$ cat src/hdl/ccwd_pkg.sv
// ----------------------------------------------------------------------------
// ccwd_pkg
// Shared types, register offsets and the main divider decode helper for the
// clock control and watchdog register block.
// ----------------------------------------------------------------------------
package ccwd_pkg;

  localparam logic [1:0] MODE_READ  = 2'd0;
  localparam logic [1:0] MODE_WRITE = 2'd1;
  localparam logic [1:0] MODE_TICK  = 2'd2;

  localparam logic [9:0] ADDR_PM1   = 10'h005;
  localparam logic [9:0] ADDR_CM0   = 10'h006;
  localparam logic [9:0] ADDR_CM1   = 10'h007;
  localparam logic [9:0] ADDR_MCD   = 10'h00c;
  localparam logic [9:0] ADDR_CM2   = 10'h00d;
  localparam logic [9:0] ADDR_WDTS  = 10'h00e;
  localparam logic [9:0] ADDR_WDC   = 10'h00f;
  localparam logic [9:0] ADDR_PM2   = 10'h013;
  localparam logic [9:0] ADDR_PLC0  = 10'h026;
  localparam logic [9:0] ADDR_PLC1  = 10'h027;

  localparam logic [14:0] WDT_RELOAD = 15'h7fff;

  typedef struct packed {
    logic [1:0] mode;
    logic [9:0] address;
    logic [7:0] write_data;
    logic       protect_open;
    logic       cpu_tick;
    logic       ring_tick;
  } item_t;

  typedef struct packed {
    logic ring_mode;
    logic div128;
    logic load;
  } wdt_ctrl_t;

  typedef struct packed {
    logic [7:0] read_data;
    logic       write_blocked;
    logic       watchdog_reset;
    logic [4:0] main_divide;
    logic [3:0] pll_multiply;
    logic [1:0] pll_divide;
    logic [5:0] clock_selects;
    logic [1:0] f2n_select;
    logic       config_error;
  } result_t;

  typedef struct packed {
    logic       ok;
    logic [4:0] value;
  } div_dec_t;

  function automatic div_dec_t decode_div(input logic [7:0] code);
    div_dec_t r;
    r.ok    = 1'b1;
    r.value = code[4:0];
    case (code[4:0])
      5'h12: r.value = 5'd1;
      5'h00: r.value = 5'd16;
      5'h02, 5'h03, 5'h04, 5'h06, 5'h08, 5'h0a, 5'h0c, 5'h0e: r.value = code[4:0];
      default: r.ok = 1'b0;
    endcase
    return r;
  endfunction

endpackage

$ cat src/hdl/clock_control_and_watchdog_regs.sv
// ----------------------------------------------------------------------------
// clock_control_and_watchdog_regs
// Each item passes the input register, then the result register; a held
// result stalls the input register while the receiver is not ready.
// Throughput: one item per cycle while the receiver is ready, limited by the
// single register update pass. Reset: asynchronous, active low; registers
// take their documented values and the watchdog is stopped at zero.
// ----------------------------------------------------------------------------
module clock_control_and_watchdog_regs (
  input  logic       clk_i,
  input  logic       rst_ni,
  input  logic       in_valid_i,
  output logic       in_ready_o,
  input  logic [1:0] mode_i,
  input  logic [9:0] address_i,
  input  logic [7:0] write_data_i,
  input  logic       protect_open_i,
  input  logic       cpu_tick_i,
  input  logic       ring_tick_i,
  output logic       out_valid_o,
  input  logic       out_ready_i,
  output logic [7:0] read_data_o,
  output logic       write_blocked_o,
  output logic       watchdog_reset_o,
  output logic [4:0] main_divide_o,
  output logic [3:0] pll_multiply_o,
  output logic [1:0] pll_divide_o,
  output logic [5:0] clock_selects_o,
  output logic [1:0] f2n_select_o,
  output logic       config_error_o
);
  import ccwd_pkg::*;

  logic      in_valid_q, out_valid_q, fire;
  item_t     item_q;
  result_t   res, res_q;
  wdt_ctrl_t wdt_ctrl;
  logic [4:0] count_hi;
  logic      wreset;

  assign fire       = in_valid_q && (!out_valid_q || out_ready_i);
  assign in_ready_o = !in_valid_q || fire;

  always_ff @(posedge clk_i or negedge rst_ni) begin
    if (!rst_ni) begin
      in_valid_q  <= 1'b0;
      out_valid_q <= 1'b0;
    end else begin
      if (in_ready_o) in_valid_q <= in_valid_i;
      if (fire) out_valid_q <= 1'b1;
      else if (out_ready_i) out_valid_q <= 1'b0;
    end
  end

  always_ff @(posedge clk_i) begin
    if (in_valid_i && in_ready_o) begin
      item_q <= '{mode: mode_i, address: address_i, write_data: write_data_i,
                  protect_open: protect_open_i, cpu_tick: cpu_tick_i,
                  ring_tick: ring_tick_i};
    end
    if (fire) res_q <= res;
  end

  ccwd_regs u_regs (
    .clk_i      (clk_i),
    .rst_ni     (rst_ni),
    .fire_i     (fire),
    .item_i     (item_q),
    .count_hi_i (count_hi),
    .wreset_i   (wreset),
    .wdt_ctrl_o (wdt_ctrl),
    .result_o   (res)
  );

  ccwd_wdt u_wdt (
    .clk_i       (clk_i),
    .rst_ni      (rst_ni),
    .fire_i      (fire),
    .tick_i      (item_q.mode == MODE_TICK),
    .cpu_tick_i  (item_q.cpu_tick),
    .ring_tick_i (item_q.ring_tick),
    .ctrl_i      (wdt_ctrl),
    .count_hi_o  (count_hi),
    .wreset_o    (wreset)
  );

  assign out_valid_o      = out_valid_q;
  assign read_data_o      = res_q.read_data;
  assign write_blocked_o  = res_q.write_blocked;
  assign watchdog_reset_o = res_q.watchdog_reset;
  assign main_divide_o    = res_q.main_divide;
  assign pll_multiply_o   = res_q.pll_multiply;
  assign pll_divide_o     = res_q.pll_divide;
  assign clock_selects_o  = res_q.clock_selects;
  assign f2n_select_o     = res_q.f2n_select;
  assign config_error_o   = res_q.config_error;

endmodule

$ cat src/hdl/ccwd_wdt.sv
// ----------------------------------------------------------------------------
// ccwd_wdt
// Watchdog down-counter with CPU tick prescaler and ring oscillator mode.
// ----------------------------------------------------------------------------
module ccwd_wdt (
  input  logic                clk_i,
  input  logic                rst_ni,
  input  logic                fire_i,
  input  logic                tick_i,
  input  logic                cpu_tick_i,
  input  logic                ring_tick_i,
  input  ccwd_pkg::wdt_ctrl_t ctrl_i,
  output logic [4:0]          count_hi_o,
  output logic                wreset_o
);
  import ccwd_pkg::*;

  logic [14:0] count_q, count_d;
  logic [6:0]  presc_q, presc_d;
  logic [7:0]  presc_inc;
  logic [7:0]  presc_lim;
  logic        step;

  assign presc_inc = {1'b0, presc_q} + 8'd1;
  assign presc_lim = ctrl_i.div128 ? 8'd128 : 8'd16;

  always_comb begin
    presc_d = presc_q;
    step    = 1'b0;
    if (tick_i) begin
      if (ctrl_i.ring_mode) begin
        step = ring_tick_i;
      end else if (cpu_tick_i) begin
        if (presc_inc >= presc_lim) begin
          presc_d = '0;
          step    = 1'b1;
        end else begin
          presc_d = presc_inc[6:0];
        end
      end
    end
  end

  always_comb begin
    count_d  = count_q;
    wreset_o = 1'b0;
    if (ctrl_i.load) begin
      count_d = WDT_RELOAD;
    end else if (step && (count_q != '0)) begin
      count_d  = count_q - 15'd1;
      wreset_o = (count_q == 15'd1);
    end
  end

  always_ff @(posedge clk_i or negedge rst_ni) begin
    if (!rst_ni) begin
      count_q <= '0;
      presc_q <= '0;
    end else if (fire_i) begin
      count_q <= count_d;
      presc_q <= presc_d;
    end
  end

  assign count_hi_o = count_q[14:10];

endmodule

$ cat src/hdl/ccwd_regs.sv
// ----------------------------------------------------------------------------
// ccwd_regs
// Clock control register file: protected writes, divider and PLL decode,
// read mux and result assembly.
// ----------------------------------------------------------------------------
module ccwd_regs (
  input  logic                clk_i,
  input  logic                rst_ni,
  input  logic                fire_i,
  input  ccwd_pkg::item_t     item_i,
  input  logic [4:0]          count_hi_i,
  input  logic                wreset_i,
  output ccwd_pkg::wdt_ctrl_t wdt_ctrl_o,
  output ccwd_pkg::result_t   result_o
);
  import ccwd_pkg::*;

  logic [7:0] pm1_q, pm1_d, cm0_q, cm0_d, cm1_q, cm1_d, mcd_q, mcd_d;
  logic [7:0] cm2_q, cm2_d, plc0_q, plc0_d, plc1_q, plc1_d, pm2_q, pm2_d;
  logic [7:0] wdc_q, wdc_d;
  logic [4:0] div_q, div_d;
  logic [3:0] mul_q, mul_d;
  logic [1:0] pdiv_q, pdiv_d;

  logic       is_write, prot, blocked, wr_en, err;
  logic       pll_dec;
  logic [3:0] mul_new;
  div_dec_t   ddec;
  logic [7:0] rd;

  assign is_write = (item_i.mode == MODE_WRITE);
  assign prot = (item_i.address == ADDR_CM0) || (item_i.address == ADDR_CM1) ||
                (item_i.address == ADDR_MCD) || (item_i.address == ADDR_CM2) ||
                (item_i.address == ADDR_PLC0) || (item_i.address == ADDR_PLC1);
  assign blocked = is_write && prot && !item_i.protect_open;
  assign wr_en   = is_write && !blocked;
  assign ddec    = decode_div(item_i.write_data);

  always_comb begin
    pm1_d   = pm1_q;
    cm0_d   = cm0_q;
    cm1_d   = cm1_q;
    mcd_d   = mcd_q;
    cm2_d   = cm2_q;
    plc0_d  = plc0_q;
    plc1_d  = plc1_q;
    pm2_d   = pm2_q;
    wdc_d   = wdc_q;
    div_d   = div_q;
    mul_d   = mul_q;
    pdiv_d  = pdiv_q;
    err     = 1'b0;
    pll_dec = 1'b0;
    if (wr_en) begin
      unique case (item_i.address)
        ADDR_PM1: pm1_d = item_i.write_data;
        ADDR_CM0: cm0_d = item_i.write_data;
        ADDR_CM1: cm1_d = item_i.write_data;
        ADDR_CM2: cm2_d = item_i.write_data;
        ADDR_MCD: begin
          if (item_i.write_data != mcd_q) begin
            mcd_d = item_i.write_data;
            if (ddec.ok) div_d = ddec.value;
            else err = 1'b1;
          end
        end
        ADDR_PLC0: begin
          if (item_i.write_data != plc0_q) begin
            plc0_d  = item_i.write_data;
            pll_dec = 1'b1;
          end
        end
        ADDR_PLC1: begin
          if (item_i.write_data != plc1_q) begin
            plc1_d  = item_i.write_data;
            pll_dec = 1'b1;
          end
        end
        ADDR_PM2: pm2_d = item_i.write_data | (pm2_q & 8'h06);
        ADDR_WDC: wdc_d = (item_i.write_data & 8'he0) | 8'h20;
        default: ;
      endcase
    end
    mul_new = {plc0_d[2:0], 1'b0};
    if (pll_dec) begin
      if ((mul_new == 4'd6) || (mul_new == 4'd8)) begin
        mul_d  = mul_new;
        pdiv_d = plc1_d[2] ? 2'd3 : 2'd2;
      end else begin
        err = 1'b1;
      end
    end
  end

  always_comb begin
    rd = '0;
    if (item_i.mode == MODE_READ) begin
      unique case (item_i.address)
        ADDR_PM1:  rd = pm1_q;
        ADDR_CM0:  rd = cm0_q;
        ADDR_CM1:  rd = cm1_q;
        ADDR_MCD:  rd = mcd_q;
        ADDR_CM2:  rd = cm2_q;
        ADDR_WDC:  rd = {wdc_q[7:5], count_hi_i};
        ADDR_PM2:  rd = pm2_q;
        ADDR_PLC0: rd = plc0_q;
        ADDR_PLC1: rd = plc1_q;
        default:   rd = '0;
      endcase
    end
  end

  always_ff @(posedge clk_i or negedge rst_ni) begin
    if (!rst_ni) begin
      pm1_q  <= 8'h00;
      cm0_q  <= 8'h08;
      cm1_q  <= 8'h20;
      mcd_q  <= 8'h08;
      cm2_q  <= 8'h00;
      plc0_q <= 8'h12;
      plc1_q <= 8'h00;
      pm2_q  <= 8'h00;
      wdc_q  <= 8'h00;
      div_q  <= 5'd8;
      mul_q  <= 4'd0;
      pdiv_q <= 2'd0;
    end else if (fire_i) begin
      pm1_q  <= pm1_d;
      cm0_q  <= cm0_d;
      cm1_q  <= cm1_d;
      mcd_q  <= mcd_d;
      cm2_q  <= cm2_d;
      plc0_q <= plc0_d;
      plc1_q <= plc1_d;
      pm2_q  <= pm2_d;
      wdc_q  <= wdc_d;
      div_q  <= div_d;
      mul_q  <= mul_d;
      pdiv_q <= pdiv_d;
    end
  end

  assign wdt_ctrl_o.ring_mode = pm2_q[2];
  assign wdt_ctrl_o.div128    = wdc_q[7];
  assign wdt_ctrl_o.load      = wr_en && (item_i.address == ADDR_WDTS);

  assign result_o.read_data      = rd;
  assign result_o.write_blocked  = blocked;
  assign result_o.watchdog_reset = wreset_i;
  assign result_o.main_divide    = div_d;
  assign result_o.pll_multiply   = mul_d;
  assign result_o.pll_divide     = pdiv_d;
  assign result_o.clock_selects  = {pm2_d[2], pm2_d[5], pm2_d[4], cm2_d[1], cm1_d[7], cm0_d[7]};
  assign result_o.f2n_select     = pm2_d[7:6];
  assign result_o.config_error   = err;

endmodule

$ cat config.mk
export PLATFORM = sky130hd
export DESIGN_NAME = clock_control_and_watchdog_regs
export DESIGN_NICKNAME = d
export VERILOG_FILES = /design/src/hdl/ccwd_pkg.sv /design/src/hdl/clock_control_and_watchdog_regs.sv /design/src/hdl/ccwd_wdt.sv /design/src/hdl/ccwd_regs.sv
export SDC_FILE = /design/constraint.sdc
export NUM_CORES = 1
export LEC_CHECK = 0
export ABC_CLOCK_PERIOD_IN_PS = 2700
export BUFFER_PORTS_ARGS = -buffer_cell sky130_fd_sc_hd__buf_2
export CAP_MARGIN = 20
export CORE_AREA = 2 2 140 142
export DETAILED_ROUTE_END_ITERATION = 7
export DIE_AREA = 0 0 142 144
export SYNTH_ARGS = -nofsm -noshare
export SYNTH_HDL_FRONTEND = slang
export SYNTH_SLANG_ARGS = --single-unit
export TNS_END_PERCENT = 5
$ cat constraint.sdc
create_clock -name clk_i -period 2.7 [get_ports clk_i]
set_input_delay 0 -clock clk_i [delete_from_list [all_inputs] [get_ports clk_i]]
set_output_delay 0 -clock clk_i [all_outputs]
set_load 0.05 [all_outputs]
### Yosys cells after proc, flatten, opt, wreduce, memory -nomap -nowiden

Index checks and enable logic that the tools add are counted.

| cells by class | value |
|---|---|
| magnitude comparators | 1 |
| equal/unequal tests | 27 |
| add/sub/neg operators | 2 |
| divide/modulo/power cells | 0 |
| bitwise gates (word level) | 3 |
| multiplexer cells | 46 |
| reductions and logical operators | 37 |
| shift operators | 0 |
| multiply operators | 0 |

Operators with widths:

| operator | number |
|---|---|
| 8-bit case mux with 9 select lines | 1 |
| 8-bit two-way mux | 7 |
| 10-bit by 4-bit == test with 1-bit output (second input constant) | 4 |
| 10-bit by 3-bit == test with 1-bit output (second input constant) | 3 |
| 15-bit two-way mux | 2 |
| 8-bit inequality test | 3 |
| 10-bit by 6-bit == test with 1-bit output (second input constant) | 2 |
| 5-bit by 4-bit == test with 1-bit output (second input constant) | 4 |
| 5-bit two-way mux | 4 |
| 3-bit two-way mux | 6 |
| 3-bit AND reduction | 6 |
| 1-bit two-way mux | 17 |
| 4-bit AND reduction | 4 |
| 15-bit by 1-bit == test with 1-bit output (second input constant) | 1 |
| 15-bit nonzero test | 1 |
| 15-bit by 1-bit subtractor with 15-bit output (second input constant) | 1 |
| 10-bit by 5-bit == test with 1-bit output (second input constant) | 1 |
| 5-bit by 2-bit == test with 1-bit output (second input constant) | 2 |
| 5-bit by 3-bit == test with 1-bit output (second input constant) | 2 |
| 5-bit case mux with 2 select lines | 1 |
| 10-bit OR reduction | 1 |
| 7-bit by 1-bit adder with 8-bit output (second input constant) | 1 |
| 8-bit >= comparator | 1 |
| 1-bit logical OR | 8 |
| 18 further kinds | 33 |

| storage, ports and cells | value |
|---|---|
| latch bits | 0 |
| bits in read-only memories | 0 |
| memories | 0 |
| logic and storage cells | 153 |
| bits in registers | 155 |
| RAM bits | 0 |

### Logic depth before layout (Yosys ltp)

Gate-level depths: netlist (run 1).

| depth | value |
|---|---|
| depth in word-level cells | 15 |
| gate-level depth with buffers | 11 |
| gate-level depth less buffers | 10 |

### Cells and area by module

Synthesis (run 1) repeated with hierarchy kept, for this count alone.

| second synthesis, totals | value |
|---|---|
| cells, all modules | 689 |
| area, all modules | 8207.9 um2 |

By module, submodules not included:

| module | area an instance (um2) | times used | cells each | seq. area each (um2) |
|---|---|---|---|---|
| ccwd_regs | 4877.2 | 1 | 450 | 1959.4 |
| clock_control_and_watchdog_regs | 1701.6 | 1 | 62 | 1641.6 |
| ccwd_wdt | 1629.1 | 1 | 177 | 550.5 |

### Worst setup path after synthesis (run 1)

OpenSTA, ideal clock, no wires.

| timing | value |
|---|---|
| path type | flip-flop to flip-flop |
| start | reg out_valid_q, in the netlist out_valid_o |
| end | reg u_wdt.presc_q[6] |
| library setup time | 0.104 ns |
| slack | -0.410 ns |
| period minus slack after synthesis | 3.110 ns |
| buffers on the path | 1 |
| arrival | 3.006 ns |
| stages on the path, launching flop included | 8 |
| data required time | 2.596 ns |
| cell sequence | dfrtp_1 > nand2b_1 > nand2_1 > inv_1 > clkbuf_1 > nand4b_1 > nand2b_1 > o311ai_1 |

| on the way | value |
|---|---|
| word-level cells in the longest chain between the ends | 4 |

Ends and longest elaborated chain:

| what | RTL line | text |
|---|---|---|
| from (decl) | clock_control_and_watchdog_regs.sv:34 | `logic in_valid_q, out_valid_q, fire;` |
| from (signal assigned) | clock_control_and_watchdog_regs.sv:47 | `out_valid_q <= 1'b0;` |
| from (signal assigned) | clock_control_and_watchdog_regs.sv:50 | `if (fire) out_valid_q <= 1'b1;` |
| from (signal assigned) | clock_control_and_watchdog_regs.sv:51 | `else if (out_ready_i) out_valid_q <= 1'b0;` |
| 1-bit zero test | clock_control_and_watchdog_regs.sv:41 | `assign fire = in_valid_q && (!out_valid_q \|\| out_ready_i);` |
| 1-bit logical OR | clock_control_and_watchdog_regs.sv:41 |  |
| 1-bit logical AND | clock_control_and_watchdog_regs.sv:41 |  |
| named net fire | clock_control_and_watchdog_regs.sv:34 |  |
| 4-bit AND reduction (no line) | - |  |
| to (signal assigned) | ccwd_wdt.sv:61 | `presc_q <= presc_d;` |
| to (decl) | ccwd_wdt.sv:19 | `logic [6:0] presc_q, presc_d;` |

The timed path passes the listed nets, and every way through them passes these cells.
A chain may end at the register's enable or synchronous reset.

### Worst setup path in the final report (run 1)

| timing | value |
|---|---|
| start | reg item_q[5] in the netlist's numbering |
| end | reg u_regs.div_q[2] |

| on the way | value |
|---|---|
| word-level cells in the longest chain between the ends | 7 |
| elaborated cells on any way between the ends | 18 |
| classes of those cells | eq/ne (10); mux (6); reduce/logical (2) |

Ends and longest elaborated chain:

| what | RTL line | text |
|---|---|---|
| from (decl) | clock_control_and_watchdog_regs.sv:35 | `item_t item_q;` |
| from (signal assigned) | clock_control_and_watchdog_regs.sv:57 | `item_q <= '{mode: mode_i, address: address_i, write_data: write_data_i,` |
| 5-bit == test (tied with other cells) | ccwd_pkg.sv:61 | `case (code[4:0])` |
| 10-bit OR reduction (no line) | - |  |
| 1-bit two-way mux | ccwd_pkg.sv:61 |  |
| 5-bit two-way mux | ccwd_regs.sv:63 | `if (ddec.ok) div_d = ddec.value;` |
| 5-bit two-way mux (*) | ccwd_regs.sv:61 | `if (item_i.write_data != mcd_q) begin` |
| 5-bit two-way mux (*) | ccwd_regs.sv:55 | `unique case (item_i.address)` |
| 5-bit two-way mux (*) | ccwd_regs.sv:54 | `if (wr_en) begin` |
| to (signal assigned) | ccwd_regs.sv:137 | `div_q <= div_d;` |
| to (decl) | ccwd_regs.sv:21 | `logic [4:0] div_q, div_d;` |

Mark *: on every way between the ends. The rest lies on a longest branch, timed or not.

==> metrics.md, run 1 <==
| Metric | Value |
|---|---|
| Hold Fails Final Rpt | 0 |
| DRC marker count from the first detailed-route iteration | 373 |
| I/O pins | 59 |
| Crit path time final | 2540 ps |
| Max-slew headroom | 0.483 |
| Startpoint Class | register |
| CP max stage cell | edfxtp_1 |
| Aggregate global-route resource usage | 0.198 |
| Metal2 WL | 9040 um |
| First-pass DRT Iterations | 5 |
| Utilization after layout | 0.481 |
| Top FF cell, synth | dfrtp_1 |
| H-Tree Depth | 4 |
| GPL Wtd Cong | 0.883 |
| Post-synth EDFFs | 53 |
| Post-synth net total | 651 |
| Gate Count Post-Synth | 619 |
| Worst R2R Path Depth | 6 |
| CP Capture Type | register |
| Area delta synth->final | 22.8% |
| Root buffer cell | clkbuf_16 |
| Global-route wire length before repair | 30700 um |
| Die H | 144 um |
| RSZ-0062 raised after global routing | no |
| Metal-1 WL | 8850 um |
| Yosys Warn Count | 0 |
| Flop2flop setup slack | 160 ps |
| Fin Hold WS | 177 ps |
| FF-to-FF End | u_regs.div_q[2]$_DFFE_PN0P_ |
| Vias in the first global route | 5658 |
| Detailed Route WL | 19000 um |
| Num CTS Buffers | 17 |
| Maxcap violations | 0 |
| Crit path max fanout | 10 |
| Met3 routed WL | 785 um |
| Critical Path Max Stage Delay | 600 ps |
| Largest net degree at the start of global routing | 50 |
| Crit path depth | 6 |
| PortBufs | 58 |
| Initial core utilization | 0.392 |
| Post-route DRC | 0 |
| Via count | 5482 |
| Clk slew on worst S/H paths | 60 ps |
| Delay-heaviest family, CP | simple AND/OR/NAND/NOR gates |
| Setup crit end | u_regs.div_q[2]$_DFFE_PN0P_ |
| Site row count | 51 |
| Count of final setup violators | 0 |
| Fill count | 1720 |
| Ratio of cells with drive above 1 in the final layout | 0.326 |
| Clock skew | 8.54 ps |
| CTS Buffer Depth | 2 |
| Dpl hpwl | 13700 um |
| Nets@finish | 768 |
| CP startpoint | item_q[5]$_DFFE_PP_ |
| Initial antenna violation count | 0 |
| Max Freq | 393 MHz |
| CP arrival | 2860 ps |
| Syn avg cell area | 12.1 um2 |
| Clk Latency, worst-skew pair | 430 ps |
| VDD IR max | 0.000482 V |
| Inst Count DP | 926 |
| Final Cycle Share | 0.942 |
| Sequential share of the synthesized area | 0.555 |
| WL/cell | 19.3 um |
| Clock Sinks | 155 |
| Detail Route Antenna Nets | 0 |
| CTS tree | done |
| CP cell instances | nor2_2 -> nand2_1 -> maj3_1 -> nor4b_4 -> and2_1 -> mux2_2 |
| Required time worst endpoint | 3020 ps |
| Die area | 0.0204 mm2 |
| Worst slew pin tran | 770 ps |
| Vias per cell | 5.55 |
| Most common cell after layout, fill and taps aside | dfrtp_1 |
| Non-Filler Instances | 987 |
| Worst hold path class | input pin to asynchronous set/reset pin |
| PD cells | 645 mW/mm2 |
| ANT cells | 0 |
| Leftover overflow at the end of global routing | 0 |
| Worst Path Buf+Inv | 0 |
| Post-synth ARST share | 0.658 |
| Worst r2r src | item_q[5]$_DFFE_PP_ |
| Core Area | 0.0191 mm2 |
| Sum Neg Setup Slack | 0 ps |
| Commonest non-fill, non-tap cells in the layout | 95 x dfrtp_1, 85 x mux2_2, 57 x buf_2, 53 x nand2_1, 53 x edfxtp_1 |
| Netlist Area Pre-Place | 0.00748 mm2 |
| Kind of critical path | register to register |
| Die width | 142 um |
| Status | completed |
| Max Slew Vio Count | 0 |
| Leakage | 4.04 nW |
| Cell variety after synth | 67 |
| Uppermost layer routed | met4 |
| Register bit total from synthesis | 155 |
==> worst register-to-register path, cell delays in order, from the launching register on <==
cell      delay (ps)
edfxtp_1         600
nor2_2           250
nand2_1          120
maj3_1           430
nor4b_4          400
and2_1           270
mux2_2           350
==> flip-flops by register name, summed over array words and instances (netlist names), 5 cells and up <==
signal / flops
item_q: 23
u_wdt.count_q: 15
read_data_o: 8
u_regs.cm0_q: 8
u_regs.cm1_q: 8
u_regs.cm2_q: 8
u_regs.mcd_q: 8
u_regs.plc0_q: 8
u_regs.plc1_q: 8
u_regs.pm1_q: 8
u_regs.pm2_q: 8
u_wdt.presc_q: 7
clock_selects_o: 6
main_divide_o: 5
u_regs.div_q: 5
==> cells by family (layout without fill, tap and decap cells) <==
| kind of cell | after synthesis | count (layout) | synth area share |
|---|---|---|---|
| compound gates | 106 | 106 | 0.0996 |
| xor+xnor | 27 | 27 | 0.0316 |
| fa+ha+maj | 6 | 6 | 0.00971 |
| buf+inv | 38 | 168 | 0.0213 |
| flops | 155 | 155 | 0.555 |
| mux | 90 | 90 | 0.135 |
| simple gates | 197 | 197 | 0.148 |
==> what timing repair did <==
item,CTS,global route
endpoints found under the hold margin,71,0
hold buffers,27,0
endpoints found under the setup margin,0,62
setup buffers,0,2
resized for setup,0,11
==> per-layer routing <==
layer	track usage	up-vias
li1	-	2559
met1	0.266	2762
met2	0.320	135
met3	0.0424	26
met4	0.0689	0
met5	0	-
==> synth_stat cells (all sizes together), types with 3 or more instances <==
cell	n	area (um2)
nor2b	9	56.3
a32o	5	50.1
mux2	85	957
xor2	17	149
nand3b	4	30.0
nand2b	9	56.3
and3	12	75.1
dfrtp	96	2400
nor3b	5	48.8
o21ai	19	95.1
nand4	6	37.5
buf	10	52.6
a21oi	21	109
and4b	3	30.0
ha	5	62.6
nand3	18	90.1
nor4	12	93.8
clkbuf	20	76.3
and2	9	56.3
xnor2	10	87.6
o21bai	3	22.5
edfxtp	53	1590
and4	7	61.3
mux2i	5	50.1
a222oi	13	130
nand2	54	205
nor3	9	50.1
a211oi	9	67.6
nor4b	4	41.3
inv	8	30.0
dfstp	6	158
a31oi	13	81.3
nor2	30	123
==> through the flow <==
step	cell area, um2	worst slack [ps]	power (mW)
6_report	9180	156	5.93
5_1_grt	9180	13.1	6.19
4_1_cts	9110	13.5	5.94
3_5_place_dp	8290	26.2	3.64
3_3_place_gp	8290	44.3	3.60
2_1_floorplan	7480	222	3.34
==> area by class of cell <==
| cell class | instances | area, um2 | share of cell area |
|---|---|---|---|
| Timing Repair Buffer | 128 | 927 | 0.101 |
| Clock buffer | 22 | 464 | 0.0506 |
| Inverter | 8 | 30.0 | 0.00327 |
| Tap cell | 238 | 298 | 0.0324 |
| Multi-Input combinational cell | 426 | 3220 | 0.351 |
| Clock inverter | 10 | 91.3 | 0.00995 |
| Sequential cell | 155 | 4150 | 0.452 |
==> power by group <==
part           internal [mW]  switching (mW)
clock network           1.32           0.946
registers               2.61           0.200
logic                  0.323           0.529
total                   4.25            1.67
==> worst min path at each step <==
stage / to / start / slack (ps) / depth (start not counted)
3_5_place_dp: in_valid_q$_DFFE_PN0N_ / rst_ni / 100 / 1
2_1_floorplan: in_valid_q$_DFFE_PN0N_ / rst_ni / -300 / 0
6_report: in_valid_q$_DFFE_PN0N_ / rst_ni / 180 / 2
4_1_cts: u_regs.cm2_q[7]$_DFFE_PN0P_ / rst_ni / 200 / 2
5_1_grt: u_wdt.presc_q[1]$_DFFE_PN0P_ / rst_ni / 250 / 2
3_3_place_gp: in_valid_q$_DFFE_PN0N_ / rst_ni / 100 / 1
Power figures use the tool's default switching activity.
==> run 2, diff against run 1 <==
--- a/config.mk
+++ b/config.mk
@@ -5,12 +5,14 @@
 export SDC_FILE = /design/constraint.sdc
 export NUM_CORES = 1
 export LEC_CHECK = 0
-export ABC_CLOCK_PERIOD_IN_PS = 2700
+export ABC_CLOCK_PERIOD_IN_PS = 3270
 export BUFFER_PORTS_ARGS = -buffer_cell sky130_fd_sc_hd__buf_2
 export CAP_MARGIN = 20
 export CORE_AREA = 2 2 140 142
 export DETAILED_ROUTE_END_ITERATION = 7
 export DIE_AREA = 0 0 142 144
+export GPL_TIMING_DRIVEN = 0
+export PLACE_DENSITY = 0.66
 export SYNTH_ARGS = -nofsm -noshare
 export SYNTH_HDL_FRONTEND = slang
 export SYNTH_SLANG_ARGS = --single-unit
==> constraint.sdc (replaced) <==
create_clock -name clk_i -period 3.27 [get_ports clk_i]
set_input_delay 0 -clock clk_i [delete_from_list [all_inputs] [get_ports clk_i]]
set_output_delay 0 -clock clk_i [all_outputs]
set_load 0.05 [all_outputs]
==> run 2 against run 1 <==
Via count down 1.3%. Critical path depth unchanged. Largest power group unchanged. Clock power down 8%. Routed wire length is 4.6% lower. Non-clock buffer count is 10 lower. Maximum frequency shrank 12%. Sequential share of layout area rose by 0.73 points.
==> metrics.md, run 2 (synthesized netlist as in run 1, its figures left out) <==
| Metric | Value |
|---|---|
| Initial antenna violation count | 0 |
| Worst slew pin tran | 844 ps |
| Vias in the first global route | 5319 |
| Dpl hpwl | 12600 um |
| PortBufs | 58 |
| Clk Latency, worst-skew pair | 440 ps |
| Global-route wire length before repair | 29200 um |
| Leftover overflow at the end of global routing | 0 |
| Inst Count DP | 917 |
| Count of final setup violators | 0 |
| Area delta synth->final | 20.9% |
| Max Slew Vio Count | 0 |
| ANT cells | 0 |
| H-Tree Depth | 4 |
| Nets@finish | 758 |
| CP Capture Type | register |
| First-pass DRT Iterations | 5 |
| Clock skew | 8.86 ps |
| WL/cell | 18.6 um |
| Max Freq | 347 MHz |
| Register Area | 0.00415 mm2 |
| Commonest non-fill, non-tap cells in the layout | 96 x dfrtp_1, 85 x mux2_2, 66 x buf_2, 53 x nand2_1, 53 x edfxtp_1 |
| Clk slew on worst S/H paths | 70 ps |
| DRC marker count from the first detailed-route iteration | 458 |
| RSZ-0062 raised after global routing | no |
| CTS Buffer Depth | 2 |
| GPL Wtd Cong | 0.861 |
| Biggest register | item_q |
| Status | completed |
| Maxcap violations | 0 |
| Crit path time final | 2880 ps |
| Clock Sinks | 155 |
| Worst hold path class | input pin to asynchronous set/reset pin |
| Detail Route Antenna Nets | 0 |
| Root buffer cell | clkbuf_16 |
| Startpoint Class | register |
| Via count | 5413 |
| I/O pins | 59 |
| VDD IR max | 0.000366 V |
| Leakage | 3.96 nW |
| Initial core utilization | 0.392 |
| Site row count | 51 |
| Hold Fails Final Rpt | 0 |
| Detailed Route WL | 18100 um |
| Aggregate global-route resource usage | 0.188 |
| Die H | 144 um |
| Core Area | 0.0191 mm2 |
| Most common cell after layout, fill and taps aside | dfrtp_1 |
| Die width | 142 um |
| Fill count | 1731 |
| Required time worst endpoint | 3590 ps |
| Crit path max fanout | 9 |
| Fin Hold WS | 72.2 ps |
| Max-slew headroom | 0.435 |
| Largest registers | item_q (23), u_wdt.count_q (15) |
| Ratio of cells with drive above 1 in the final layout | 0.284 |
| Kind of critical path | register to register |
| CP arrival | 3200 ps |
| Post-route DRC | 0 |
| Largest net degree at the start of global routing | 69 |
| CTS tree | done |
| Final Cycle Share | 0.881 |
| Die area | 0.0204 mm2 |
| Largest register FFs | 23 |
| Non-Filler Instances | 977 |
| Num CTS Buffers | 17 |
| Area of the multi-input gates | 0.00317 mm2 |
| PD cells | 561 mW/mm2 |
| Vias per cell | 5.54 |
-- run 2: report_power, final --
group          internal (mW)  switching [mW]  total, mW
sequential              2.16           0.147       2.30
combinational          0.246           0.431      0.677
clock                   1.24           0.848       2.09
-- run 2: final timing paths --
path	start	endpoint	slack, ps	cells past startpoint
min	rst_ni	u_regs.plc0_q[6]$_DFFE_PN0P_	70	2
max in group asynchronous	rst_ni	u_regs.cm0_q[3]$_DFFE_PN1P_	2470	3
min reg2reg	u_regs.pdiv_q[1]$_DFFE_PN0P_	u_regs.pdiv_q[1]$_DFFE_PN0P_	450	1
max reg2reg	item_q[14]$_DFFE_PP_	u_regs.cm0_q[5]$_DFFE_PN0P_	390	6
max	item_q[14]$_DFFE_PP_	u_regs.cm0_q[5]$_DFFE_PN0P_	390	6
min in group clk_i	address_i[1]	item_q[12]$_DFFE_PP_	260	2
-- run 2: routing by layer --
| metal | vias up | wire length [um] | track usage |
|---|---|---|---|
| met3 | 26 | 990 | 0.0457 |
| met5 | - | 0 | 0 |
| met1 | 2672 | 8250 | 0.256 |
| met4 | 0 | 369 | 0.0684 |
| met2 | 164 | 8520 | 0.293 |
| li1 | 2551 | - | - |
-- run 2: metrics by stage --
stage          worst slack (ps)  total power [mW]  TNS [ps]  cell area, um2  utilization
6_report                    389              5.07         0            9030        0.474
5_1_grt                     220              5.28         0            9030        0.474
4_1_cts                     379              5.09         0            9010        0.472
3_5_place_dp                396              2.98         0            8120        0.425
3_3_place_gp               -765              2.96    -11650            8060        0.423
2_1_floorplan               160              2.76         0            7480            -
-- run 2: critical path, cell delays in order, from the launching register on --
cell	delay, ps
edfxtp_1	450
nor3b_1	170
o21ai_1	230
o21ai_1	220
nor2_1	710
nand2_1	550
mux2_2	420
-- run 2: area by class of cell --
type	instances	share of cell area
flip-flops and latches	155	0.459
well taps	238	0.0330
multi-input cells	426	0.350
plain buffers	30	0.0144
repair buffers	88	0.0706
clock inverters	14	0.0202
clock buffers	18	0.0486
inverters	8	0.00332
-- run 2: repair_timing --
item                                    CTS  global route
endpoints found under the setup margin    0             0
buffers inserted                          0             0
gates resized for setup                   0             0
hold buffers                             27             0
endpoints found under the hold margin   123             0
